File: config.mk
export PLATFORM = sky130hd
export DESIGN_NAME = crc8_checked_frame_parser_core_flat
export DESIGN_NICKNAME = d
export VERILOG_FILES = /design/src/rtl/core/crc8fp_pkg.sv /design/src/rtl/core/crc8fp_byte_if.sv /design/src/rtl/core/crc8fp_result_if.sv /design/src/rtl/core/crc8fp_ram.sv /design/src/rtl/core/crc8fp_ctrl.sv /design/src/rtl/core/crc8fp_dpath.sv /design/src/rtl/core/crc8_checked_frame_parser_core.sv /design/src/flat_wrapper.sv
export VERILOG_INCLUDE_DIRS = /design/src /design/src/rtl/core
export SDC_FILE = /design/constraint.sdc
export NUM_CORES = 1
export LEC_CHECK = 0
export BUFFER_PORTS_ARGS = -buffer_cell sky130_fd_sc_hd__clkbuf_2
export CAP_MARGIN = 10
export CORE_MARGIN = 1
export CORE_UTILIZATION = 40
export CTS_CLUSTER_DIAMETER = 40
export DETAILED_ROUTE_END_ITERATION = 8
export PLACE_DENSITY = 0.66
export REMOVE_ABC_BUFFERS = 1
export SLEW_MARGIN = 20
export SYNTH_ARGS = -nofsm -noshare
export SYNTH_HDL_FRONTEND = slang
export SYNTH_SLANG_ARGS = --single-unit
File: constraint.sdc
create_clock -name clk_i -period 2.8 [get_ports clk_i]
set_clock_uncertainty 0.05 [all_clocks]
set_input_delay 0.28 -clock clk_i [delete_from_list [all_inputs] [get_ports clk_i]]
set_output_delay 0.28 -clock clk_i [all_outputs]
set_load 0.005 [all_outputs]
File: src/rtl/core/crc8_checked_frame_parser_core_assert.svh
// Assertion macros shared by the RTL. All of them sample on clk_i and are
// disabled while rst_ni is low.
`ifndef CRC8_CHECKED_FRAME_PARSER_CORE_ASSERT_SVH
`define CRC8_CHECKED_FRAME_PARSER_CORE_ASSERT_SVH

// The condition must never be true.
`define CRC8FP_ASSERT_NEVER(lbl, cond) \
  lbl: assert property (@(posedge clk_i) disable iff (!rst_ni) !(cond)) \
    else $error("forbidden condition seen");

// The consequent must hold in the same cycle as the antecedent.
`define CRC8FP_ASSERT_IMPL(lbl, ante, cons) \
  lbl: assert property (@(posedge clk_i) disable iff (!rst_ni) (ante) |-> (cons)) \
    else $error("same-cycle implication violated");

// The consequent must hold in the cycle after the antecedent.
`define CRC8FP_ASSERT_NEXT(lbl, ante, cons) \
  lbl: assert property (@(posedge clk_i) disable iff (!rst_ni) (ante) |=> (cons)) \
    else $error("next-cycle implication violated");

`endif

File: src/rtl/core/crc8fp_pkg.sv
package crc8fp_pkg;

  localparam logic [7:0] SYNC_BYTE    = 8'hA5;
  localparam logic [7:0] VERSION_BYTE = 8'h01;
  localparam logic [7:0] CRC_POLY     = 8'h07;
  localparam int unsigned RESULT_LIMIT = 32;

  typedef enum logic [1:0] {
    ST_NEED_MORE = 2'd0,
    ST_REJECT    = 2'd1,
    ST_DONE      = 2'd2
  } status_e;

  typedef struct packed {
    status_e     status;
    logic [5:0]  consumed;
    logic [5:0]  payload_length;
    logic [7:0]  payload_byte;
    logic [4:0]  payload_index;
    logic        last;
  } result_t;

  typedef struct packed {
    logic accept;
    logic burst_load;
  } cmd_t;

  typedef struct packed {
    logic burst_start;
    logic burst_last;
    logic out_free;
  } stat_t;

  function automatic logic [7:0] crc8_update(input logic [7:0] crc, input logic [7:0] b);
    logic [7:0] c;
    c = crc ^ b;
    for (int k = 0; k < 8; k++) begin
      if (c[7]) begin
        c = {c[6:0], 1'b0} ^ CRC_POLY;
      end else begin
        c = {c[6:0], 1'b0};
      end
    end
    return c;
  endfunction

  localparam logic [7:0] SYNC_CRC = crc8_update(8'h00, SYNC_BYTE);

endpackage

File: src/rtl/core/crc8fp_byte_if.sv
interface crc8fp_byte_if;
  logic       valid;
  logic       ready;
  logic [7:0] data_byte;

  modport source (output valid, output data_byte, input ready);
  modport sink (input valid, input data_byte, output ready);
endinterface

File: src/rtl/core/crc8fp_result_if.sv
interface crc8fp_result_if;
  logic       valid;
  logic       ready;
  logic [1:0] status;
  logic [5:0] consumed;
  logic [5:0] payload_length;
  logic [7:0] payload_byte;
  logic [4:0] payload_index;
  logic       last;

  modport source (
    output valid, output status, output consumed, output payload_length,
    output payload_byte, output payload_index, output last, input ready
  );
  modport sink (
    input valid, input status, input consumed, input payload_length,
    input payload_byte, input payload_index, input last, output ready
  );
endinterface

File: src/rtl/core/crc8fp_ram.sv
module crc8fp_ram #(
  parameter int unsigned WIDTH = 8,
  parameter int unsigned DEPTH = 32
) (
  input  logic                                   clk_i,
  input  logic                                   we_i,
  input  logic [((DEPTH > 1) ? $clog2(DEPTH) : 1)-1:0] waddr_i,
  input  logic [WIDTH-1:0]                       wdata_i,
  input  logic [((DEPTH > 1) ? $clog2(DEPTH) : 1)-1:0] raddr_i,
  output logic [WIDTH-1:0]                       rdata_o
);

  logic [WIDTH-1:0] mem_q [DEPTH];
  logic [WIDTH-1:0] rdata_q;

  always_ff @(posedge clk_i) begin
    if (we_i) begin
      mem_q[waddr_i] <= wdata_i;
    end
    rdata_q <= mem_q[raddr_i];
  end

  assign rdata_o = rdata_q;

endmodule

File: src/rtl/core/crc8fp_ctrl.sv
module crc8fp_ctrl (
  input  logic               clk_i,
  input  logic               rst_ni,
  input  logic               in_valid_i,
  output logic               in_ready_o,
  input  crc8fp_pkg::stat_t  stat_i,
  output crc8fp_pkg::cmd_t   cmd_o
);

  typedef enum logic [2:0] {
    S_RUN  = 3'b001,
    S_RD   = 3'b010,
    S_SEND = 3'b100
  } state_e;

  state_e state_q, state_d;

  assign in_ready_o       = (state_q == S_RUN) && stat_i.out_free;
  assign cmd_o.accept     = in_valid_i && in_ready_o;
  assign cmd_o.burst_load = (state_q == S_SEND) && stat_i.out_free;

  always_comb begin
    state_d = state_q;
    unique case (state_q)
      S_RUN: begin
        if (cmd_o.accept && stat_i.burst_start) begin
          state_d = S_RD;
        end
      end
      S_RD: begin
        state_d = S_SEND;
      end
      S_SEND: begin
        if (cmd_o.burst_load) begin
          state_d = stat_i.burst_last ? S_RUN : S_RD;
        end
      end
      default: begin
        state_d = S_RUN;
      end
    endcase
  end

  always_ff @(posedge clk_i or negedge rst_ni) begin
    if (!rst_ni) begin
      state_q <= S_RUN;
    end else begin
      state_q <= state_d;
    end
  end

endmodule

File: src/rtl/core/crc8fp_dpath.sv
module crc8fp_dpath #(
  parameter int unsigned MAX_PAYLOAD = 32
) (
  input  logic                 clk_i,
  input  logic                 rst_ni,
  input  logic [7:0]           data_byte_i,
  input  logic                 out_ready_i,
  input  crc8fp_pkg::cmd_t     cmd_i,
  output crc8fp_pkg::stat_t    stat_o,
  output logic                 out_valid_o,
  output crc8fp_pkg::result_t  result_o
);

  localparam int unsigned HW = $clog2(MAX_PAYLOAD + 5);
  localparam int unsigned LW = $clog2(MAX_PAYLOAD + 1);
  localparam int unsigned AW = (MAX_PAYLOAD > 1) ? $clog2(MAX_PAYLOAD) : 1;
  localparam int unsigned CW = (LW > 6) ? LW : 6;

  logic [HW-1:0] bh_q, bh_d;
  logic [7:0]    crc_q, crc_d;
  logic [LW-1:0] plen_q, plen_d;
  logic [4:0]    k_q, k_d;
  logic          out_valid_q, out_valid_d;
  crc8fp_pkg::result_t out_q, out_d, res;

  logic [7:0]    crc_next;
  logic          is_sync;
  logic [HW-1:0] restart_bh;
  logic [7:0]    restart_crc;
  logic [HW-1:0] pl_end;
  logic [HW-1:0] total;
  logic          we;
  logic [AW-1:0] waddr;
  logic [7:0]    rdata;
  logic          burst_start;
  logic          burst_last;
  logic          out_free;

  assign crc_next    = crc8fp_pkg::crc8_update(crc_q, data_byte_i);
  assign is_sync     = (data_byte_i == crc8fp_pkg::SYNC_BYTE);
  assign restart_bh  = is_sync ? HW'(1) : '0;
  assign restart_crc = is_sync ? crc8fp_pkg::SYNC_CRC : 8'h00;
  assign pl_end      = HW'(plen_q) + HW'(3);
  assign total       = HW'(plen_q) + HW'(4);
  assign waddr       = AW'(bh_q - HW'(3));
  assign out_free    = !out_valid_q || out_ready_i;
  assign burst_last  = ((CW'(k_q) + CW'(1)) == CW'(plen_q)) ||
                       (k_q == 5'(crc8fp_pkg::RESULT_LIMIT - 1));

  crc8fp_ram #(
    .WIDTH (8),
    .DEPTH (MAX_PAYLOAD)
  ) u_store (
    .clk_i   (clk_i),
    .we_i    (we),
    .waddr_i (waddr),
    .wdata_i (data_byte_i),
    .raddr_i (AW'(k_q)),
    .rdata_o (rdata)
  );

  always_comb begin
    bh_d        = bh_q;
    crc_d       = crc_q;
    plen_d      = plen_q;
    k_d         = k_q;
    out_d       = out_q;
    out_valid_d = out_valid_q && !out_ready_i;
    we          = 1'b0;
    burst_start = 1'b0;

    res.status         = crc8fp_pkg::ST_NEED_MORE;
    res.consumed       = 6'd1;
    res.payload_length = '0;
    res.payload_byte   = '0;
    res.payload_index  = '0;
    res.last           = 1'b1;

    if (cmd_i.accept) begin
      if (bh_q == '0) begin
        if (!is_sync) begin
          res.status = crc8fp_pkg::ST_REJECT;
        end else begin
          bh_d  = HW'(1);
          crc_d = crc_next;
        end
      end else if ((bh_q == HW'(1) && data_byte_i != crc8fp_pkg::VERSION_BYTE) ||
                   (bh_q == HW'(2) && data_byte_i > 8'(MAX_PAYLOAD))) begin
        bh_d       = restart_bh;
        crc_d      = restart_crc;
        res.status = crc8fp_pkg::ST_REJECT;
      end else if (bh_q < HW'(3)) begin
        if (bh_q == HW'(2)) begin
          plen_d = LW'(data_byte_i);
        end
        crc_d  = crc_next;
        bh_d   = bh_q + HW'(1);
      end else if (bh_q < pl_end) begin
        we    = 1'b1;
        crc_d = crc_next;
        bh_d  = bh_q + HW'(1);
      end else if (data_byte_i != crc_q) begin
        bh_d         = restart_bh;
        crc_d        = restart_crc;
        res.status   = crc8fp_pkg::ST_REJECT;
        res.consumed = 6'(total);
      end else begin
        bh_d  = '0;
        crc_d = 8'h00;
        if (plen_q == '0) begin
          res.status   = crc8fp_pkg::ST_DONE;
          res.consumed = 6'(total);
        end else begin
          burst_start = 1'b1;
          k_d         = '0;
        end
      end
      if (!burst_start) begin
        out_d       = res;
        out_valid_d = 1'b1;
      end
    end else if (cmd_i.burst_load) begin
      out_d.status         = crc8fp_pkg::ST_DONE;
      out_d.consumed       = 6'(total);
      out_d.payload_length = 6'(plen_q);
      out_d.payload_byte   = rdata;
      out_d.payload_index  = k_q;
      out_d.last           = burst_last;
      out_valid_d          = 1'b1;
      k_d                  = k_q + 5'd1;
    end
  end

  always_ff @(posedge clk_i or negedge rst_ni) begin
    if (!rst_ni) begin
      bh_q        <= '0;
      crc_q       <= 8'h00;
      out_valid_q <= 1'b0;
    end else begin
      bh_q        <= bh_d;
      crc_q       <= crc_d;
      out_valid_q <= out_valid_d;
    end
  end

  always_ff @(posedge clk_i) begin
    plen_q <= plen_d;
    k_q    <= k_d;
    out_q  <= out_d;
  end

  assign stat_o.burst_start = burst_start;
  assign stat_o.burst_last  = burst_last;
  assign stat_o.out_free    = out_free;
  assign out_valid_o        = out_valid_q;
  assign result_o           = out_q;

endmodule

File: src/rtl/core/crc8_checked_frame_parser_core.sv
// Byte-stream frame parser with a CRC-8/SMBUS check (polynomial 0x07, initial
// value 0). Frames are sync 0xA5, version 0x01, a payload length of at most
// MAX_PAYLOAD, the payload and one CRC byte covering all earlier bytes. Each
// byte that does not complete a good frame gives one transaction on the
// result channel: need-more, or a reject that reports how many bytes it
// consumed. A good frame with N payload bytes gives min(N, 32) payload
// transactions, or one done transaction when N is 0; each payload
// transaction passes the read state and then the send state, because the
// payload store has a registered read port. No byte is taken during that
// readout. A stalled result waits in an output register, and the next
// byte is taken in the same cycle that the pending result is taken. The
// payload store needs no clearing after reset.
`include "crc8_checked_frame_parser_core_assert.svh"

module crc8_checked_frame_parser_core #(
  parameter int unsigned MAX_PAYLOAD = 32
) (
  input  logic             clk_i,
  input  logic             rst_ni,
  crc8fp_byte_if.sink      in_i,
  crc8fp_result_if.source  out_o
);

  crc8fp_pkg::cmd_t    cmd;
  crc8fp_pkg::stat_t   stat;
  crc8fp_pkg::result_t result;
  logic                out_valid;

  crc8fp_ctrl u_ctrl (
    .clk_i      (clk_i),
    .rst_ni     (rst_ni),
    .in_valid_i (in_i.valid),
    .in_ready_o (in_i.ready),
    .stat_i     (stat),
    .cmd_o      (cmd)
  );

  crc8fp_dpath #(
    .MAX_PAYLOAD (MAX_PAYLOAD)
  ) u_dpath (
    .clk_i       (clk_i),
    .rst_ni      (rst_ni),
    .data_byte_i (in_i.data_byte),
    .out_ready_i (out_o.ready),
    .cmd_i       (cmd),
    .stat_o      (stat),
    .out_valid_o (out_valid),
    .result_o    (result)
  );

  assign out_o.valid          = out_valid;
  assign out_o.status         = result.status;
  assign out_o.consumed       = result.consumed;
  assign out_o.payload_length = result.payload_length;
  assign out_o.payload_byte   = result.payload_byte;
  assign out_o.payload_index  = result.payload_index;
  assign out_o.last           = result.last;

  `CRC8FP_ASSERT_NEVER(a_no_accept_in_readout, cmd.accept && cmd.burst_load)
  `CRC8FP_ASSERT_IMPL(a_load_only_when_free, cmd.burst_load, stat.out_free)
  `CRC8FP_ASSERT_NEXT(a_busy_after_good_frame, cmd.accept && stat.burst_start, !in_i.ready)

endmodule
File: src/flat_wrapper.sv
// flat-port wrapper written by rule: the top's interface ports become plain ports
module crc8_checked_frame_parser_core_flat 
#(
  parameter int unsigned MAX_PAYLOAD = 32
)
  (clk_i, rst_ni, in_i_valid, in_i_data_byte, in_i_ready, out_o_valid, out_o_status, out_o_consumed, out_o_payload_length, out_o_payload_byte, out_o_payload_index, out_o_last, out_o_ready);
  crc8fp_byte_if in_i_i ();
  crc8fp_result_if out_o_i ();
  input  logic clk_i;
  input  logic rst_ni;
  input wire logic [$bits(in_i_i.valid)-1:0] in_i_valid;
  input wire logic [$bits(in_i_i.data_byte)-1:0] in_i_data_byte;
  output wire logic [$bits(in_i_i.ready)-1:0] in_i_ready;
  output wire logic [$bits(out_o_i.valid)-1:0] out_o_valid;
  output wire logic [$bits(out_o_i.status)-1:0] out_o_status;
  output wire logic [$bits(out_o_i.consumed)-1:0] out_o_consumed;
  output wire logic [$bits(out_o_i.payload_length)-1:0] out_o_payload_length;
  output wire logic [$bits(out_o_i.payload_byte)-1:0] out_o_payload_byte;
  output wire logic [$bits(out_o_i.payload_index)-1:0] out_o_payload_index;
  output wire logic [$bits(out_o_i.last)-1:0] out_o_last;
  input wire logic [$bits(out_o_i.ready)-1:0] out_o_ready;
  assign in_i_i.valid = in_i_valid;
  assign in_i_i.data_byte = in_i_data_byte;
  assign in_i_ready = in_i_i.ready;
  assign out_o_valid = out_o_i.valid;
  assign out_o_status = out_o_i.status;
  assign out_o_consumed = out_o_i.consumed;
  assign out_o_payload_length = out_o_i.payload_length;
  assign out_o_payload_byte = out_o_i.payload_byte;
  assign out_o_payload_index = out_o_i.payload_index;
  assign out_o_last = out_o_i.last;
  assign out_o_i.ready = out_o_ready;
  crc8_checked_frame_parser_core #(.MAX_PAYLOAD(MAX_PAYLOAD)) u_core (.clk_i(clk_i), .rst_ni(rst_ni), .in_i(in_i_i), .out_o(out_o_i));
endmodule
* Yosys cells after proc, flatten, opt, wreduce, memory -nomap -nowiden
Memory sizes are Yosys's and may differ from the RTL's. A register that Yosys moved wholly into a read port is not among the register bits.
Cells that the tools add are included.
** Word-level totals
- Register bits after elaboration :: 57
- RAM bits :: 256
- Input port bits :: 12
- Output and inout port bits :: 30
- Word-level logic and storage cells :: 137
- Memories kept :: 1
** Memories
- u_core.u_dpath.u_store.mem_q :: depth 32, bits a word 8, read ports 1, clocked after Yosys merged registers in 1, wr ports 1, RTL line crc8fp_ram.sv:13 : logic [WIDTH-1:0] mem_q [DEPTH];
** Cells by class
- Add/sub/neg operators :: 6
- Magnitude comparators :: 3
- Equal/unequal tests :: 20
- Multiplexer cells :: 64
- Bitwise operators :: 11
- Reduce and logical (&&, ||, !) cells :: 20
** Operators by type and width (number)
- 28-bit two-way mux :: 3
- 8-bit two-way mux :: 9
- 6-bit two-way mux :: 7
- 5-bit two-way mux :: 8
- 3-bit two-way mux :: 10
- 3-bit NOT :: 8
- 1-bit two-way mux :: 21
- 2-bit != test, second input constant :: 8
- 7-bit two-way mux :: 2
- 6-bit logical NOT :: 2
- 3-bit one-hot mux with 3 select lines :: 1
- 8-bit == test, second input constant :: 1
- 8-bit by 6-bit greater-than comparator with 1-bit output, second input constant :: 1
- 8-bit by 1-bit != test with 1-bit output, second input constant :: 1
- 8-bit != test :: 1
- 8-bit bitwise XOR :: 1
- 1-bit logical AND :: 7
- 7-bit AND reduction :: 1
- 5-bit by 1-bit adder with 6-bit output, second input constant :: 1
- 6-bit by 1-bit adder with 6-bit output, second input constant :: 1
- 6-bit by 2-bit adder with 6-bit output, second input constant :: 1
- 6-bit by 3-bit adder with 6-bit output, second input constant :: 1
- 6-bit by 1-bit == test with 1-bit output, second input constant :: 1
- 6-bit by 2-bit == test with 1-bit output, second input constant :: 1
- 17 further kinds :: 26

* Longest topological paths before layout
Gate-level depths: netlist (run 1).
- Depth after elaboration :: 21
- Depth in mapped cells :: 10
- Depth with buffers taken out :: 10

* Modules after synthesis
From an unflattened synthesis (run 1), not the netlist that was laid out.
** Second synthesis, totals
- Cell total of the unflattened synthesis :: 719
- Area, all modules :: 13449.1 µm²
** By module, submodules not included
- crc8fp_ram :: instances 1, cells an instance 417, area an instance 10053.4 µm², seq. area each 7847.5 µm²
- crc8fp_dpath :: instances 1, cells an instance 282, area an instance 3223.1 µm², seq. area each 1546.5 µm²
- crc8fp_ctrl :: instances 1, cells an instance 20, area an instance 172.7 µm², seq. area each 76.3 µm²

* Least setup slack after synthesis (run 1)
Ideal clock, no wire load.
- Path kind :: reg-to-reg
- Start point :: register u_core.u_dpath.plen_q[2]
- End point :: register u_core.u_dpath.out_q (netlist bit u_core.u_dpath.result_o[0]), enable pin
- Setup time :: 0.385 ns
- Arrival time :: 2.639 ns
- Required time :: 2.365 ns
- Slack :: -0.275 ns
- Stages on the path, launching flop included :: 10
- Buffers on the path :: 0
- Clock period less this slack :: 3.075 ns
- Path through :: edfxtp_1 > ha_1 > nor2b_1 > xnor2_1 > ha_1 > o21a_1 > a21oi_1 > a21oi_1 > a31o_2 > nand2_1
** On the way
- Cells in the longest elaborated chain, start to end :: 10
- Elaborated cells on any way between the ends :: 12
- Classes of those cells :: add/sub (1); order compare (1); eq/ne (1); mux (7); reduce/logical (2)
** RTL lines
- start, declared :: RTL line crc8fp_dpath.sv:21 : logic [LW-1:0] plen_q, plen_d;
- start signal, assigned :: RTL line crc8fp_dpath.sv:147 : plen_q <= plen_d;
- branches (longest 3 deep; another with 6-bit by 2-bit adder with 6-bit output)
- 1-bit two-way mux * :: RTL line crc8fp_dpath.sv:98 : end else if (bh_q < pl_end) begin
- 1-bit two-way mux * :: RTL line crc8fp_dpath.sv:92 : end else if (bh_q < HW'(3)) begin
- 1-bit two-way mux * :: RTL line crc8fp_dpath.sv:87 : end else if ((bh_q == HW'(1) && data_byte_i != crc8fp_pkg::VERSION_BYTE) ||
- 1-bit two-way mux * :: RTL line crc8fp_dpath.sv:80 : if (bh_q == '0) begin
- 1-bit two-way mux * :: RTL line crc8fp_dpath.sv:79 : if (cmd_i.accept) begin
- 2-bit != test (no source line) *
- 2-bit AND reduction (no source line) *
- end signal, assigned :: RTL line crc8fp_dpath.sv:149 : out_q <= out_d;
- end, declared :: RTL line crc8fp_dpath.sv:24 : crc8fp_pkg::result_t out_q, out_d, res;
Every way passes the cells marked *. The select of a mux whose other input is x is not followed.
A chain may end at the register's enable or synchronous reset.

* Final worst setup path (run 1)
- Start point :: register u_core.u_dpath.plen_q[0]
- End point :: memory u_core.u_dpath.u_store.mem_q[26][1], enable pin
** On the way
- Cells in the longest elaborated chain, start to end :: 9
** RTL lines
- 6-bit by 2-bit adder with 6-bit output :: RTL line crc8fp_dpath.sv:43 : assign pl_end = HW'(plen_q) + HW'(3);
- 6-bit < comparator :: RTL line crc8fp_dpath.sv:98
- 1-bit two-way mux :: RTL line crc8fp_dpath.sv:98
- 1-bit two-way mux :: RTL line crc8fp_dpath.sv:92
- 1-bit two-way mux :: RTL line crc8fp_dpath.sv:87
- 1-bit two-way mux :: RTL line crc8fp_dpath.sv:80
- 1-bit two-way mux :: RTL line crc8fp_dpath.sv:79
- 1-bit two-way mux :: RTL line crc8fp_ram.sv:17 : if (we_i) begin
- 1-bit two-way mux (not written as such) :: RTL line crc8fp_ram.sv:18 : mem_q[waddr_i] <= wdata_i;
- end, declared :: RTL line crc8fp_ram.sv:13
No other way between the ends.

==> impl_metrics.env, run 1 <==
export IMPL_htreeDepth=2
export IMPL_drcViolationCount=0
export IMPL_clock_insertion_delay_worst_skew_ns=0.54
export IMPL_cts_sinks=321
export IMPL_number_of_input_and_output_port_buffers_inserted=41
export IMPL_synth_seq_area_share_pct=70.3
export IMPL_placementRows=66
export IMPL_grt_usage_pct=18.7
export IMPL_worst_ep_required_time_ns=3.00
export IMPL_min_delay_path_depth=4
export IMPL_fraction_of_the_cycle_the_final_worst_path_needs_pct=98.0
export IMPL_clock_root_buffer="clkbuf_16"
export IMPL_worstSetupPathType="flop to flop"
export IMPL_cpPeakStageDelay_ns=0.43
export IMPL_io_pins=42
export IMPL_crit_family="simple AND/OR/NAND/NOR gates"
export IMPL_synth_enable_flop_cells=295
export IMPL_drive_gt1_share_pct=35.4
export IMPL_detailedPlacementHpwl_mm=19.9
export IMPL_report_final_hold_viol_count=0
export IMPL_worst_path_buf_inv=3
export IMPL_wire_length_of_the_first_global_routing_pass_mm=46.4
export IMPL_max_cap_violations=0
export IMPL_irDropWorstVdd_v=0.000447
export IMPL_worst_hold_startpoint="out_o_ready"
export IMPL_timing_rr_end="u_core.u_dpath.u_store.mem_q[26][1]"
export IMPL_reg2regPathDepth=12
export IMPL_totalWireLength_mm=30.4
export IMPL_unrepaired_setup_endpoints_after_global_routing="true"
export IMPL_mostFrequentLayoutCell="edfxtp_1"
export IMPL_worst_ep_arrival_time_ns=2.94
export IMPL_cp_cell_sequence="inv_2 > ha_4 > nor2b_4 > xnor2_2 > ha_2 > o21a_1 > a21oi_2 > and2_4 > nand4_1 > buf_6 > nor2_4 > buf_6"
export IMPL_post_route_min_period_ns=2.74
export IMPL_route_detailed_vias_per_inst=5.43
export IMPL_grt_start_max_net_pins=68
export IMPL_whs_endpoint="u_core.u_ctrl.state_q[2]"
export IMPL_layout_nets=904
export IMPL_cts_root_to_sink_buffers=3
export IMPL_setup_tns_final_ns=0
export IMPL_detailedRoute_firstPassIterationCount=5
export IMPL_gp_routability_congestion=0.841
export IMPL_worst_setup_path_end_kind="flop"
export IMPL_worst_r2r_startpoint="u_core.u_dpath.plen_q[0]"
export IMPL_tritoncts="done"
export IMPL_reg_to_reg_setup_timing_slack_ns=0.06
export IMPL_utilization_after_layout_pct=49.6
export IMPL_tritoncts_num_buffers=40
export IMPL_yosys_register_bits=321
export IMPL_mostFrequentLayoutCells="295 x edfxtp_1, 85 x buf_4, 75 x mux4_2, 42 x nor2_1, 42 x clkbuf_16"
export IMPL_floorplan_initialDensity_pct=41.0
export IMPL_critPathMostFrequentCell="buf_6"
export IMPL_first_global_vias=7253
export IMPL_nFillCells=2689
export IMPL_antenna_violations_before_repair=1
export IMPL_route_vias_total=7284
export IMPL_overflow=0
export IMPL_achievable_frequency_mhz=365
export IMPL_report_final_setup_viol=0
export IMPL_status="finished, final reports clean"
export IMPL_setup_worst_path_start_class="flop"
export IMPL_antenna_cells=0
export IMPL_final_design_area_no_fill_sq_um=16300
export IMPL_synth_cell_types=65
export IMPL_synthCells=718
export IMPL_die_width_um=186
export IMPL_critPathMaxFanout=8
export IMPL_cellPowerDensity_nw_per_um2=782
export IMPL_worst_path_max_delay_cell="edfxtp_1"
export IMPL_holdCritPathClass="primary input to flop"
export IMPL_synthToLayoutAreaGrowth_pct=21.1
export IMPL_post_dp_cell_area_sq_um=14900
export IMPL_detail_route_wl_per_cell_um=22.7
export IMPL_syn_mean_instance_area_sq_um=18.8
export IMPL_yosysWarningCount=0
export IMPL_final_max_slew_viol_count=0
export IMPL_power_total_mw=12.8
export IMPL_worst_setup_hold_path_clk_slew_ns=0.06
export IMPL_maxSlewHeadroom_pct=49.0
export IMPL_syn_cell_area_sq_um=13500
export IMPL_synth_flop_cell="edfxtp_1"
export IMPL_core_area_sq_um=32900
export IMPL_async_set_or_reset_flop_fraction_in_the_synthesized_netlist_pct=5.61
export IMPL_floorplan_die_height_um=186
export IMPL_antenna_left=0
export IMPL_worstMarginPinSlew_ns=0.765
export IMPL_drt_iter0_markers=794
export IMPL_die_area_sq_um=34400
export IMPL_total_leakage_power_nw=5.58
-- metrics by stage --
stage | instances | setup slack (ns) | hold slack, ns
6_report | 1342 | 0.0570 | 0.0351
5_1_grt | 1342 | -0.0463 | 0.0689
4_1_cts | 1340 | 0.0221 | 0.0301
3_5_place_dp | 1268 | -0.291 | 0.221
3_3_place_gp | 1268 | -0.209 | 0.221
2_1_floorplan | 688 | -1.70 | -0.0656
-- logic make-up (layout without fill, tap and decap cells) --
family	count (synthesis)	in the layout	synth area share, %
fa+ha+maj	20	20	1.86
flops	321	321	70.3
xor+xnor	33	33	2.46
simple gates	157	157	6.08
buf+inv	41	223	1.50
mux	91	91	14.4
compound gates	55	55	3.37
-- synth_stat cells, drive strengths merged, types with 3 or more instances --
| cell | instances | area, sq um |
|---|---|---|
| ha | 20 | 250 |
| edfxtp | 295 | 8860 |
| nand3 | 14 | 70.1 |
| o21a | 5 | 37.5 |
| nor2b | 7 | 43.8 |
| a31oi | 5 | 31.3 |
| mux4 | 80 | 1820 |
| nand2 | 26 | 97.6 |
| o21ai | 8 | 40.0 |
| nor3 | 4 | 20.0 |
| o211ai | 3 | 36.3 |
| or3 | 4 | 25.0 |
| nand4b | 7 | 61.3 |
| nand2b | 4 | 25.0 |
| inv | 11 | 41.3 |
| dfrtp | 17 | 425 |
| and2 | 21 | 131 |
| xor2 | 10 | 87.6 |
| mux2 | 9 | 101 |
| clkbuf | 15 | 56.3 |
| dfxtp | 8 | 160 |
| nor2 | 50 | 188 |
| a21oi | 7 | 35.0 |
| nand4 | 8 | 50.1 |
| buf | 15 | 104 |
| xnor2 | 20 | 175 |
-- repair_timing --
| item | in CTS | in global routing |
|---|---|---|
| cloned | 0 | 0 |
| gates resized for setup | 6 | 33 |
| endpoints found under the setup margin | 256 | 285 |
| hold buffers | 1 | 0 |
| hold endpoints to repair | 17 | 0 |
| pin swaps | 0 | 7 |
| setup buffers | 1 | 2 |
-- worst max-delay path by stage --
stage                                        start  cells past startpoint                                   to  slack, ns
after floorplan              u_core.u_dpath.k_q[0]                      8             u_core.u_ctrl.state_q[0]      -1.70
after global placement    u_core.u_dpath.plen_q[0]                     12  u_core.u_dpath.u_store.mem_q[26][6]      -0.21
after detailed placement  u_core.u_dpath.plen_q[0]                     12  u_core.u_dpath.u_store.mem_q[26][6]      -0.29
after CTS                 u_core.u_dpath.plen_q[1]                     12          u_core.u_dpath.result_o[17]       0.02
after global routing      u_core.u_dpath.plen_q[0]                     12  u_core.u_dpath.u_store.mem_q[26][1]      -0.05
final                     u_core.u_dpath.plen_q[0]                     12  u_core.u_dpath.u_store.mem_q[26][1]       0.06
-- worst register-to-register path, cell delays in order, from the launching register on --
cell,delay [ns]
edfxtp_1,0.43
inv_2,0.12
ha_4,0.16
nor2b_4,0.04
xnor2_2,0.15
ha_2,0.29
o21a_1,0.18
a21oi_2,0.14
and2_4,0.19
nand4_1,0.17
buf_6,0.21
nor2_4,0.16
buf_6,0.16
-- power breakdown --
| part | internal, mW | switching, mW |
|---|---|---|
| Combinational | 0.882 | 1.24 |
| Clock | 2.96 | 2.00 |
| Sequential | 5.53 | 0.145 |
-- per-layer routing --
| layer | vias up | routed length (um) | GRT usage (%) |
|---|---|---|---|
| met1 | 3682 | 13500 | 27.1 |
| li1 | 3220 | - | - |
| met3 | 56 | 2240 | 4.23 |
| met2 | 324 | 13800 | 27.7 |
| met4 | 2 | 812 | 6.38 |
| met5 | - | 9 | 0 |
-- area by class of cell --
cell class | count | area, sq um | share of cell area (%)
multi-input combinational | 356 | 3880 | 23.8
sequential | 321 | 9470 | 58.1
clock buffer | 48 | 1070 | 6.58
timing repair buffer | 142 | 1070 | 6.54
inverter | 11 | 41.3 | 0.253
tap | 442 | 553 | 3.39
clock inverter | 22 | 220 | 1.35
-- flip-flops by register name (all words and copies together), names as in the netlist --
signal and cells:
u_core.u_ctrl.state_q 3, u_core.u_dpath.u_store.mem_q 256, u_core.u_dpath.u_store.rdata_o 8, u_core.u_dpath.out_valid_o 1
u_core.u_dpath.k_q 5, u_core.u_dpath.plen_q 6, u_core.u_dpath.result_o 28, u_core.u_dpath.bh_q 6
u_core.u_dpath.crc_q 8
Note: power is estimated with default switching activity, not from simulation.
==> run 2, diff against run 1 <==
--- a/config.mk
+++ b/config.mk
@@ -17,4 +17,5 @@
 export SLEW_MARGIN = 20
 export SYNTH_ARGS = -nofsm -noshare
 export SYNTH_HDL_FRONTEND = slang
+export SYNTH_HIERARCHICAL = 1
 export SYNTH_SLANG_ARGS = --single-unit
==> impl_metrics.env, run 2 <==
export IMPL_yosys_register_bits=321
export IMPL_largest_register_ffs=256
export IMPL_max_cap_violations=0
export IMPL_detailedPlacementHpwl_mm=19.2
export IMPL_layout_setup_ws_ns=-0.240
export IMPL_core_area_sq_um=32800
export IMPL_worst_ep_arrival_time_ns=3.22
export IMPL_synth_enable_flop_cells=295
export IMPL_synthToLayoutAreaGrowth_pct=25.2
export IMPL_route_vias_total=7271
export IMPL_worst_hold_startpoint="in_i_valid"
export IMPL_nFillCells=2627
export IMPL_clkPwrFrac_pct=38.3
export IMPL_achievable_frequency_mhz=329
export IMPL_htreeDepth=2
export IMPL_irDropWorstVdd_v=0.000416
export IMPL_synthAdderAreaFrac_pct=1.67
export IMPL_min_delay_path_depth=4
export IMPL_antenna_violations_before_repair=2
export IMPL_cellPowerDensity_nw_per_um2=803
export IMPL_multi_input_comb_area_sq_um=4020
export IMPL_place_ws_ns=-0.488
export IMPL_utilization_after_layout_pct=51.4
export IMPL_synthCells=719
export IMPL_fin_cells=1370
export IMPL_post_route_min_period_ns=3.04
export IMPL_simple_gate_area_share_of_the_yosys_netlist_pct=6.18
export IMPL_floorplan_die_height_um=185
export IMPL_tritoncts="done"
export IMPL_route_detailed_vias_per_inst=5.31
export IMPL_synth_compound_area_share_pct=3.24
export IMPL_gp_routability_congestion=0.832
export IMPL_finalHoldWorstSlack_ns=0.0961
export IMPL_final_max_slew_viol_count=0
export IMPL_detail_route_wl_per_cell_um=21.6
export IMPL_cell_with_the_most_instances_after_synthesis="edfxtp_1"
export IMPL_status="finished, violations left"
export IMPL_timing_rr_end="u_core/u_dpath/u_store/mem_q[20][4]"
export IMPL_startpoint="u_core/u_dpath/plen_q[2]"
export IMPL_layout_nets=926
export IMPL_synth_seq_area_share_pct=70.4
export IMPL_report_final_setup_viol=263
export IMPL_worstSetupPathType="flop to flop"
export IMPL_reg_to_reg_setup_timing_slack_ns=-0.24
export IMPL_share_seq_of_total_power_pct=40.9
export IMPL_clock_root_buffer="clkbuf_16"
export IMPL_worst_ep_required_time_ns=2.98
export IMPL_cts_root_to_sink_buffers=3
export IMPL_drt_iter0_markers=566
export IMPL_grt_usage_pct=18.1
export IMPL_setup_worst_path_start_class="flop"
export IMPL_placementRows=66
export IMPL_drive_gt1_share_pct=41.3
export IMPL_first_global_vias=7463
export IMPL_maxSlewHeadroom_pct=49.8
export IMPL_crit_family="simple AND/OR/NAND/NOR gates"
export IMPL_regMostFlops="u_core/u_dpath/u_store/mem_q"
export IMPL_post_synthesis_xor_xnor_area_fraction_pct=2.76
export IMPL_number_of_input_and_output_port_buffers_inserted=41
export IMPL_synth_flop_cell="edfxtp_1"
export IMPL_regArea_sq_um=9470
export IMPL_worst_setup_hold_path_clk_slew_ns=0.06
export IMPL_synth_cell_types=67
export IMPL_async_set_or_reset_flop_fraction_in_the_synthesized_netlist_pct=5.61
export IMPL_violations="negative setup slack"
export IMPL_worst_path_max_delay_cell="or3b_4"
export IMPL_total_switching_power_mw=3.71
export IMPL_tritoncts_num_buffers=40
export IMPL_mostFrequentLayoutCell="edfxtp_1"
export IMPL_floorplan_initialDensity_pct=41.0
export IMPL_grt_start_max_net_pins=38
export IMPL_mostFrequentLayoutCells="295 x edfxtp_1, 80 x buf_4, 80 x mux4_2, 41 x clkbuf_16, 41 x clkbuf_2"
export IMPL_setup_tns_final_ns=-29.81
export IMPL_netlist_top_cell_by_area="edfxtp_1"
export IMPL_yosysWarningCount=6
export IMPL_drcViolationCount=0
export IMPL_wire_length_of_the_first_global_routing_pass_mm=45.3
export IMPL_fraction_of_the_cycle_the_final_worst_path_needs_pct=109
export IMPL_worst_r2r_startpoint="u_core/u_dpath/plen_q[2]"
export IMPL_internal_power_mw=9.80
export IMPL_worst_setup_path_end_kind="flop"
export IMPL_die_area_sq_um=34400
export IMPL_overflow=0
export IMPL_die_width_um=185
export IMPL_yosys_area_top_type_share_pct=65.9
export IMPL_whs_endpoint="u_core/u_ctrl/state_q[0]"
export IMPL_critPathMaxFanout=8
export IMPL_cts_sinks=321
export IMPL_muxShareOfSynthArea_pct=14.1
export IMPL_ys_top_cells_by_count="295 x edfxtp_1, 80 x mux4_2, 51 x nor2_1, 25 x xnor2_1"
export IMPL_syn_mean_instance_area_sq_um=18.7
export IMPL_synth_top_cells_by_area="edfxtp_1 66%, mux4_2 13%, dfrtp_1 3.2%"
export IMPL_io_pins=42
export IMPL_totalWireLength_mm=29.6
export IMPL_cp_cell_sequence="ha_2 > nor2b_4 > xnor2_2 > ha_1 > nand4_1 > o21ba_4 > nor2_4 > nand2_4 > nor3_4 > or3b_4 > nor2_1 > buf_4"
export IMPL_unrepaired_setup_endpoints_after_global_routing="true"
export IMPL_clock_insertion_delay_worst_skew_ns=0.53
export IMPL_reg2regPathDepth=12
export IMPL_holdCritPathClass="primary input to flop"
export IMPL_synth_top_family_by_area="multiplexers"
export IMPL_report_final_hold_viol_count=0
export IMPL_antenna_cells=0
export IMPL_detailedRoute_firstPassIterationCount=5
export IMPL_cpPeakStageDelay_ns=0.51
export IMPL_worst_path_buf_inv=1
export IMPL_syn_cell_area_sq_um=13400
export IMPL_antenna_left=0
export IMPL_total_leakage_power_nw=5.80
export IMPL_worstMarginPinSlew_ns=0.747
export IMPL_power_combinational_fraction_pct=20.8
export IMPL_numPlacedInstances=1281
export IMPL_power_switching_fraction_pct=27.5
-- run 2: metrics by stage --
stage               power [mW]  cell area, sq um
floorplan                 7.04             13300
global placement          7.93             14900
detailed placement        7.95             14900
CTS                       13.4             16700
global route              14.1             16800
finish                    13.5             16800
-- run 2: cells by family (layout without fill, tap and decap cells) --
logic type | after synthesis | after routing
flip-flops | 321 | 321
AND/OR/NAND/NOR | 152 | 152
multiplexers | 89 | 89
AO/OA/AOI/OAI | 54 | 54
buffers and inverters | 45 | 254
XOR/XNOR | 40 | 40
adder cells (fa/ha/maj) | 18 | 18
-- run 2: how the worst max path moves through the flow --
| stage | to | slack, ns | cells after the start |
|---|---|---|---|
| final | u_core/u_dpath/u_store/mem_q[20][4] | -0.24 | 12 |
| after detailed placement | u_core/u_dpath/u_store/mem_q[28][4] | -0.49 | 13 |
| after floorplan | u_core/u_ctrl/state_q[0] | -1.60 | 8 |
| after CTS | u_core/u_dpath/u_store/mem_q[28][4] | -0.20 | 12 |
| after global routing | u_core/u_dpath/u_store/mem_q[20][3] | -0.33 | 12 |
| after global placement | u_core/u_dpath/u_store/mem_q[28][7] | -0.41 | 13 |
-- run 2: what timing repair did --
action / in CTS / in global routing
endpoints found under the setup margin: 258 / 291
pin swaps: 24 / 7
buffers inserted: 10 / 5
hold endpoints to repair: 17 / 0
cloned: 0 / 0
resized for setup: 81 / 29
hold buffers: 1 / 0
-- run 2: metal layers --
metal | track usage [%] | vias up | part of all wire [%] | wire [um]
li1 | - | 3257 | - | -
met1 | 24.8 | 3728 | 44 | 12900
met2 | 28.3 | 226 | 48 | 14100
met3 | 3.68 | 58 | 5.7 | 1670
met4 | 6.94 | 2 | 3.1 | 902
met5 | 0 | - | 0.044 | 13
-- run 2: worst min-delay path, delay by kind of cell --
family	cells	cell delay (ns)
and+or+nand+nor	2	0.20
buffers and inverters	1	0.09
AOI/OAI and AO/OA	1	0.09
-- run 2: cell type report --
class	instances	area share (%)
Timing Repair Buffer	168	8.25
Inverter	12	0.267
Multi-Input combinational cell	353	23.9
Sequential cell	321	56.2
Clock inverter	30	1.89
Tap cell	442	3.28
Clock buffer	44	6.22
-- run 2: power groups by stage --
| stage | Combinational [mW] | Sequential (mW) | Clock (mW) |
|---|---|---|---|
| after global routing | 3.05 | 5.54 | 5.47 |
| after CTS | 2.64 | 5.52 | 5.28 |
| after global placement | 2.32 | 5.62 | 0 |
| final | 2.81 | 5.52 | 5.18 |
| after detailed placement | 2.33 | 5.62 | 0 |
| after floorplan | 1.40 | 5.65 | 0 |
==> run 3, diff against run 2 <==
--- a/config.mk
+++ b/config.mk
@@ -6,7 +6,7 @@
 export SDC_FILE = /design/constraint.sdc
 export NUM_CORES = 1
 export LEC_CHECK = 0
-export BUFFER_PORTS_ARGS = -buffer_cell sky130_fd_sc_hd__clkbuf_2
+export BUFFER_PORTS_ARGS = -buffer_cell sky130_fd_sc_hd__buf_2
 export CAP_MARGIN = 10
 export CORE_MARGIN = 1
 export CORE_UTILIZATION = 40
==> impl_metrics.env, run 3 (synthesis results as in run 2) <==
export IMPL_status="finished, violations left"
export IMPL_violations="negative setup slack"
export IMPL_layout_setup_ws_ns=-0.245
export IMPL_worst_ep_arrival_time_ns=3.21
export IMPL_grt_start_max_net_pins=37
export IMPL_worstSetupPathType="flop to flop"
export IMPL_detailedPlacementHpwl_mm=19.2
export IMPL_report_final_hold_viol_count=0
export IMPL_clock_insertion_delay_worst_skew_ns=0.52
export IMPL_nFillCells=2594
export IMPL_tritoncts="done"
export IMPL_detail_route_wl_per_cell_um=21.7
export IMPL_die_width_um=185
export IMPL_worst_hold_startpoint="in_i_data_byte[6]"
export IMPL_worst_setup_hold_path_clk_slew_ns=0.06
export IMPL_cellPowerDensity_nw_per_um2=785
export IMPL_detailedRoute_firstPassIterationCount=5
export IMPL_antenna_violations_before_repair=2
export IMPL_cts_root_to_sink_buffers=3
export IMPL_drcViolationCount=0
export IMPL_worst_path_max_delay_cell="or3b_4"
export IMPL_tritoncts_num_buffers=39
export IMPL_antenna_left=0
export IMPL_power_total_mw=13.2
export IMPL_cts_sinks=321
export IMPL_floorplan_initialDensity_pct=41.0
export IMPL_final_max_slew_viol_count=0
export IMPL_unrepaired_setup_endpoints_after_global_routing="true"
export IMPL_cp_cell_sequence="inv_2 > ha_4 > nor2b_4 > xnor2_2 > ha_1 > nand4_1 > o21ba_4 > nor2_4 > nand2_4 > nor3_4 > or3b_4 > nor2_1 > buf_4"
export IMPL_totalWireLength_mm=29.5
export IMPL_overflow=0
export IMPL_max_cap_violations=0
export IMPL_clock_root_buffer="clkbuf_16"
export IMPL_holdCritPathClass="primary input to flop"
export IMPL_route_detailed_vias_per_inst=5.28
export IMPL_reg_to_reg_setup_timing_slack_ns=-0.24
export IMPL_regMostFlops="u_core/u_dpath/u_store/mem_q"
export IMPL_irDropWorstVdd_v=0.000474
export IMPL_reg2regPathDepth=13
export IMPL_grt_usage_pct=18.3
export IMPL_floorplan_die_height_um=185
export IMPL_whs_endpoint="u_core/u_dpath/u_store/mem_q[2][6]"
export IMPL_drt_iter0_markers=495
export IMPL_worstMarginPinSlew_ns=0.804
export IMPL_timing_rr_end="u_core/u_dpath/u_store/mem_q[28][0]"
export IMPL_total_leakage_power_nw=5.75
export IMPL_wire_length_of_the_first_global_routing_pass_mm=45.9
export IMPL_htreeDepth=2
export IMPL_mostFrequentLayoutCell="edfxtp_1"
export IMPL_worst_setup_path_end_kind="flop"
export IMPL_fraction_of_the_cycle_the_final_worst_path_needs_pct=109
export IMPL_first_global_vias=7431
export IMPL_number_of_input_and_output_port_buffers_inserted=41
export IMPL_worst_r2r_startpoint="u_core/u_dpath/plen_q[0]"
export IMPL_layout_nets=921
export IMPL_place_ws_ns=-0.486
export IMPL_finalHoldWorstSlack_ns=0.0271
export IMPL_drive_gt1_share_pct=40.9
export IMPL_route_vias_total=7180
export IMPL_report_final_setup_viol=262
export IMPL_setup_tns_final_ns=-28.01
export IMPL_cpPeakStageDelay_ns=0.52
export IMPL_largest_register_ffs=256
export IMPL_mostFrequentLayoutCells="295 x edfxtp_1, 80 x mux4_2, 72 x buf_4, 41 x buf_2, 39 x clkbuf_16"
export IMPL_die_area_sq_um=34400
export IMPL_maxSlewHeadroom_pct=46.0
export IMPL_gp_routability_congestion=0.837
export IMPL_worst_ep_required_time_ns=2.97
export IMPL_post_route_min_period_ns=3.04
export IMPL_final_design_area_no_fill_sq_um=16800
export IMPL_placementRows=66
export IMPL_core_area_sq_um=32800
export IMPL_setup_worst_path_start_class="flop"
export IMPL_critPathMaxFanout=8
export IMPL_io_pins=42
export IMPL_min_delay_path_depth=1
export IMPL_post_dp_cell_area_sq_um=15000
export IMPL_synthToLayoutAreaGrowth_pct=25.1
export IMPL_achievable_frequency_mhz=328
-- run 3: cell types whose count changed in the layout (fill, tap and decap cells not counted), moves of 4 or more --
cell      change
buf_12        +5
buf_2        +41
buf_4         -8
clkbuf_1      +4
clkbuf_2     -41
clkinv_1      -4
inv_6         -4
nor2_1        -4
nor2_2        -4
nor2_4        +8
-- run 3: power breakdown --
group / switching (mW) / internal [mW]
combinational: 1.58 / 1.20
clock: 1.92 / 2.97
sequential: 0.0899 / 5.43
total: 3.59 / 9.60
-- run 3: layer usage --
layer	global-route usage (%)	vias to the layer above	share of wire (%)
met3	3.50	44	5.2
met2	29.5	210	48
li1	-	3231	-
met1	25.3	3693	44
met4	5.09	2	1.9
met5	0	-	0.044
-- run 3: worst max-delay path by stage --
stage                                         from                                  end  slack (ns)  depth (start not counted)
after floorplan              u_core/u_dpath/k_q[0]             u_core/u_ctrl/state_q[0]       -1.60                          8
after detailed placement  u_core/u_dpath/plen_q[0]  u_core/u_dpath/u_store/mem_q[20][0]       -0.49                         13
after global placement    u_core/u_dpath/plen_q[0]  u_core/u_dpath/u_store/mem_q[16][0]       -0.44                         13
after global routing      u_core/u_dpath/plen_q[1]  u_core/u_dpath/u_store/mem_q[28][2]       -0.34                         13
final                     u_core/u_dpath/plen_q[0]  u_core/u_dpath/u_store/mem_q[28][0]       -0.24                         13
after CTS                 u_core/u_dpath/plen_q[3]  u_core/u_dpath/u_store/mem_q[12][0]       -0.22                         12
-- run 3: metrics by stage --
| stage | instances | utilization (%) |
|---|---|---|
| after floorplan | 686 | - |
| after global placement | 1281 | 45.7 |
| after detailed placement | 1281 | 45.7 |
| after CTS | 1359 | 50.9 |
| after global routing | 1358 | 51.3 |
| final | 1359 | 51.3 |
-- run 3: critical path, delay by kind of cell (launching register included) --
kind / cells / cell delay, ns
AOI/OAI and AO/OA: 1 / 0.18
DFF: 1 / 0.43
adders and majority gates: 2 / 0.49
and+or+nand+nor: 7 / 1.15
xor gates and xnor gates: 1 / 0.13
buffers and inverters: 2 / 0.31
-- run 3: area by class of cell --
type                    count  area, sq um  share of cell area [%]
clock buffers              45          998                    5.94
clock inverters            21          267                    1.58
inverters                  12         45.0                   0.268
multi-input cells         353         4060                    24.2
flip-flops and latches    321         9470                    56.3
diodes                      1         2.50                  0.0149
well taps                 442          553                    3.29
repair buffers            164         1420                    8.44
-- run 3: timing repair --
| item | 4_1_cts | 5_1_grt |
|---|---|---|
| pin swaps | 24 | 8 |
| setup endpoints to repair | 256 | 292 |
| buffers inserted | 10 | 1 |
| hold buffers | 2 | 0 |
| gates resized for setup | 93 | 32 |
| endpoints found under the hold margin | 19 | 0 |
